**config.mk**
```make
export PLATFORM = sky130hd
export DESIGN_NAME = daa_ram
export DESIGN_NICKNAME = d
export VERILOG_FILES = /design/src/rtl/core/daa_ram.sv
export SDC_FILE = /design/constraint.sdc
export NUM_CORES = 2
export LEC_CHECK = 0
export BUFFER_PORTS_ARGS = -buffer_cell sky130_fd_sc_hd__buf_4
export CAP_MARGIN = 25
export CORE_MARGIN = 3
export CORE_UTILIZATION = 39
export CTS_BUF_LIST = sky130_fd_sc_hd__clkbuf_4 sky130_fd_sc_hd__clkbuf_8 sky130_fd_sc_hd__clkbuf_16
export DETAILED_ROUTE_END_ITERATION = 8
export GPL_TIMING_DRIVEN = 0
export HOLD_SLACK_MARGIN = 0.08
export PLACE_DENSITY_LB_ADDON = 0.08
export SETUP_SLACK_MARGIN = 0.4
export SLEW_MARGIN = 20
export SYNTH_ARGS = -nofsm -noshare
export SYNTH_HDL_FRONTEND = slang
export SYNTH_SLANG_ARGS = --single-unit
```
**constraint.sdc**
```tcl
create_clock -name clk -period 6.3 [get_ports clk]
set_clock_uncertainty 0.05 [all_clocks]
set_input_delay 0.315 -clock clk [delete_from_list [all_inputs] [get_ports clk]]
set_output_delay 0.315 -clock clk [all_outputs]
set_load 0.01 [all_outputs]
```
**src/rtl/core/daa_ram.sv**
```systemverilog
// Generic single-write, single-read RAM with registered read data.
// No dependencies.
`default_nettype none

module daa_ram #(
  parameter int WIDTH = 64,
  parameter int DEPTH = 64
) (
  input  wire logic                     clk,
  input  wire logic                     we,
  input  wire logic [$clog2(DEPTH)-1:0] waddr,
  input  wire logic [WIDTH-1:0]         wdata,
  input  wire logic [$clog2(DEPTH)-1:0] raddr,
  output logic      [WIDTH-1:0]         rdata
);

  logic [WIDTH-1:0] mem [DEPTH];

  always_ff @(posedge clk) begin
    if (we) begin
      mem[waddr] <= wdata;
    end
    rdata <= mem[raddr];
  end

endmodule

`default_nettype wire

```
======== Yosys cells after proc, flatten, opt, wreduce, memory -nomap -nowiden ========
Memories as Yosys holds them, arrays and structs flattened. A register that Yosys moved wholly into a read port is not among the register bits.
Cells that the tools add are included.
W data, S select, Z words.
operators by class
  $add $sub $neg .......................... 0
  multiply operators ...................... 0
  div/mod/pow operators ................... 0
  $lt $le $gt $ge ......................... 0
  equality and inequality tests ........... 0
  shifts and indexed selects .............. 0
  muxes and demuxes ....................... 2
  bitwise gates (word level) .............. 0
  reduce and logical (&&, ||, !) cells .... 0
operators with widths
  operator  count
  $mux W1   2
word-level totals
  register bits after elaboration ......... 0
  latch bits .............................. 0
  RAM bits ................................ 4,096
  memory bits (read-only) ................. 0
  bits of input ports ..................... 78
  memories kept ........................... 1
memories
  memory  words  width  read ports  clocked after memory_dff  wr ports  RTL line  source
  mem     64     64     1           1                         1         17        logic [WIDTH-1:0] mem [DEPTH];

======== Depth between registers and ports, before layout ========
  word-level depth ........................ 2
  gate-level depth with buffers ........... 9
  gate-level depth less buffers ........... 5

======== Worst setup path before layout ========
No wires, ideal clock.
  path kind ............................... input to register
  start ................................... in waddr[3]
  end ..................................... mem mem[48][0], enable pin
  setup time .............................. 0.564 ns
  arrival ................................. 5.187 ns
  setup slack ............................. 0.499 ns
  stages .................................. 4
  cell sequence ........................... clkbuf_1 > nor2b_1 > nand4b_1 > nor3_1
RTL lines
  element      RTL line  source
  from (decl)  11        input wire logic [$clog2(DEPTH)-1:0] waddr,
  to (decl)    17
Straight into the memory's write port.

==> metrics <==
highest clock rate=245 MHz; antenna violations before repair=50; most common cell in the netlist=edfxtp_1; filler cell count=32609; CTS tree=done; synth cell count leaders=edfxtp_1, mux4_2, buf_2, a22oi_1, clkbuf_1; CTS buffer count=around 450; GRT Overall Usage=~23%; Worst R2R End=rdata[7]; Overall Power=60200 uW; initial core utilization=about two fifths; vias in the first global route=between 70000 and 80000; Reg2Reg Depth=5; Max IR drop VDD=~0.22 mV; Most common cell on crit path=buf_2; worst setup margin=~2.2 ns; Final nets=roughly 7600; full die area=about 400000 sq um; worst min path class=input pin to flop; via count=75820; Sink Count=about 4200; I/O Pins=142; Slew HR=between 10% and 20%; Remaining DRCs=0; Max Cap Viol=0; layout cell share with drive strength beyond 1=around a third; Synth Instances=between 6000 and 7000; Cell variety after synth=33; slowest cell delay on critical path=~0.8 ns; Net Count, Synth=~6700; WP data arrival=4.80 ns; hold_ws=roughly 0.34 ns; number of synthesized flops with an enable pin=slightly above 4000; syn_area_per_cell=between 20 and 25 sq um; Hold EP=mem[11][61]; largest area contributor in the netlist=edfxtp_1; Tcrit/Tclk final=between 60% and 70%; number of nets with antenna violations after routing=0; Slew Limit Fails=0; crit path cell chain=buf_2 > buf_4 > buf_2 > buf_2 > buf_4 > mux2i_1 > o22ai_1 > a31oi_1 > a211oi_1; Max Buffers Root-to-Sink=4; Avg WL per Cell=about 36 um; Crit. End Element=flop; largest net degree at the start of global routing=65; Die Span Y=approximately 640 um; critical path fanouts, max=10; fin util=~47%; DPL Wire Length=about 320000 um; Worst Min Path Start=waddr[4]; Yosys reg bits=4160; core area=between 300000 and 400000 sq um; final setup TNS=0 ns; Hold Vio Cnt, Final=0; proportion of netlist area held by the largest area contributor=78.7%; Placer Congestion=approximately 0.77; Pwr Density=about 320 nW/um^2; # rows=231; post-DR vias/cell=around 5.7; first-pass GRT wire length=between 600000 and 700000 um; Routed WL=roughly 470000 um; crit path kind=input pin to flop; H-tree depth=5; unrepaired setup endpoints after global routing=false; clk slew on worst S/H paths=~0.060 ns; RR Startpoint=mem[62][7]; leakage=just under 0.06 uW; clk root buf=clkbuf_16; Post-synth top flop=edfxtp_1; Syn Std Cell Area=about 160000 sq um; Period minus WS final=4.08 ns; Slowest-stage cell, CP=a211oi_1; R2R setup slack=about 3.5 ns; Starting DRT DRC Count=just under 9000; Setup Viol. Count Final=0; die width=about 640 um; Async S/R FF share, synth=0%; Cells on Worst Hold Path=4; gr ovfl total=0; pre-CTS setup slack=roughly 1.1 ns; # port buffers=approximately 130; Startpoint Class=input pin; status=complete, no violations; Worst-Skew Late Latency=1.00 ns; Setup Buffers After CTS=0; measured slew at the worst slew-check pin=approximately 1.3 ns; sequential fraction of the synthesis area=about four fifths; DRT Pass-1 Iters=5; Area growth, synth to finish=19.1%; synth warn=0; top cells by area, synth=edfxtp_1, mux4_2, mux2i_1, dfxtp_1, a22oi_1; Worst EP required=7.02 ns
## logic make-up after synthesis
| kind of cell | synth area share (%) |
|---|---|
| flip-flops | 79.5 |
| AND/OR/NAND/NOR | 1.24 |
| buffers and inverters | 1.18 |
| AO/OA/AOI/OAI | 2.48 |
| multiplexers | 15.6 |
## cell type report
| type | instances | area, sq um | area share, % |
|---|---|---|---|
| Tap cell | 5242 | 6560 | 3.52 |
| Antenna cell | 19 | 47.5 | 0.0255 |
| Inverter | 19 | 71.3 | 0.0383 |
| Timing Repair Buffer | 513 | 7910 | 4.24 |
| Clock buffer | 550 | 12200 | 6.55 |
| Multi-Input combinational cell | 2049 | 30800 | 16.5 |
| Sequential cell | 4160 | 124000 | 66.7 |
| Buffer | 370 | 1790 | 0.960 |
| Clock inverter | 282 | 2560 | 1.38 |
## through the flow
stage | instance area, sq um | std cells
after global placement | 164000 | 11973
after detailed placement | 171000 | 12275
after global routing | 186000 | 13191
final | 186000 | 13204
after CTS | 186000 | 13180
after floorplan | 156000 | 6598
## what timing repair did
| action | in CTS | in global routing |
|---|---|---|
| hold buffers | 73 | 0 |
| resized for setup | 0 | 0 |
| endpoints found under the hold margin | 4119 | 0 |
## sequential cells by signal, indices dropped and copies added (netlist names)
register  flops
mem        4096
rdata        64
## metal layers
metal	up-vias	global-route usage, %	routed length [um]
met5	-	0	76
met4	12	5.79	12100
met3	573	3.96	33000
met2	2693	37.5	229000
met1	42003	32.4	198000
li1	30539	-	-
## power by group
group	leakage, uW	switching [uW]	internal (uW)
clock	0.00739	10900	15400
sequential	0.0374	60.4	30700
combinational	0.0138	2150	1100
## worst max-delay path by stage
stage,cells past startpoint,endpoint,startpoint,slack (ns)
floorplan,4,mem[48][0],waddr[3],0.50
global route,9,rdata[6],raddr[2],2.17
finish,9,rdata[7],raddr[2],2.22
global placement,4,mem[48][27],waddr[3],-7.13
detailed placement,9,rdata[6],raddr[2],1.11
CTS,9,rdata[6],raddr[2],2.19
## cell usage in the layout, fill, tap and decap left out, types with 29 or more instances in the layout
cell,instances
edfxtp_1,4096
mux4_2,1024
clkbuf_16,460
buf_4,200
buf_12,194
buf_2,174
a22oi_1,168
mux2i_1,135
clkbuf_1,130
clkinv_1,111
clkinv_2,96
a22o_1,88
clkbuf_4,87
o22ai_1,78
dlygate4sd3_1,73
buf_16,71
and3_1,64
dfxtp_1,64
nor2_4,62
nand2_1,58
a211oi_1,56
nor2_1,49
nand3_1,45
bufinv_16,40
o221ai_1,38
or3_1,29
## worst max-delay path, delay by kind of cell
family | cells | cell delay, ns
buf+inv | 5 | 2.36
compound gates | 3 | 1.88
mux | 1 | 0.12
Note: power is estimated with default switching activity, not from simulation.
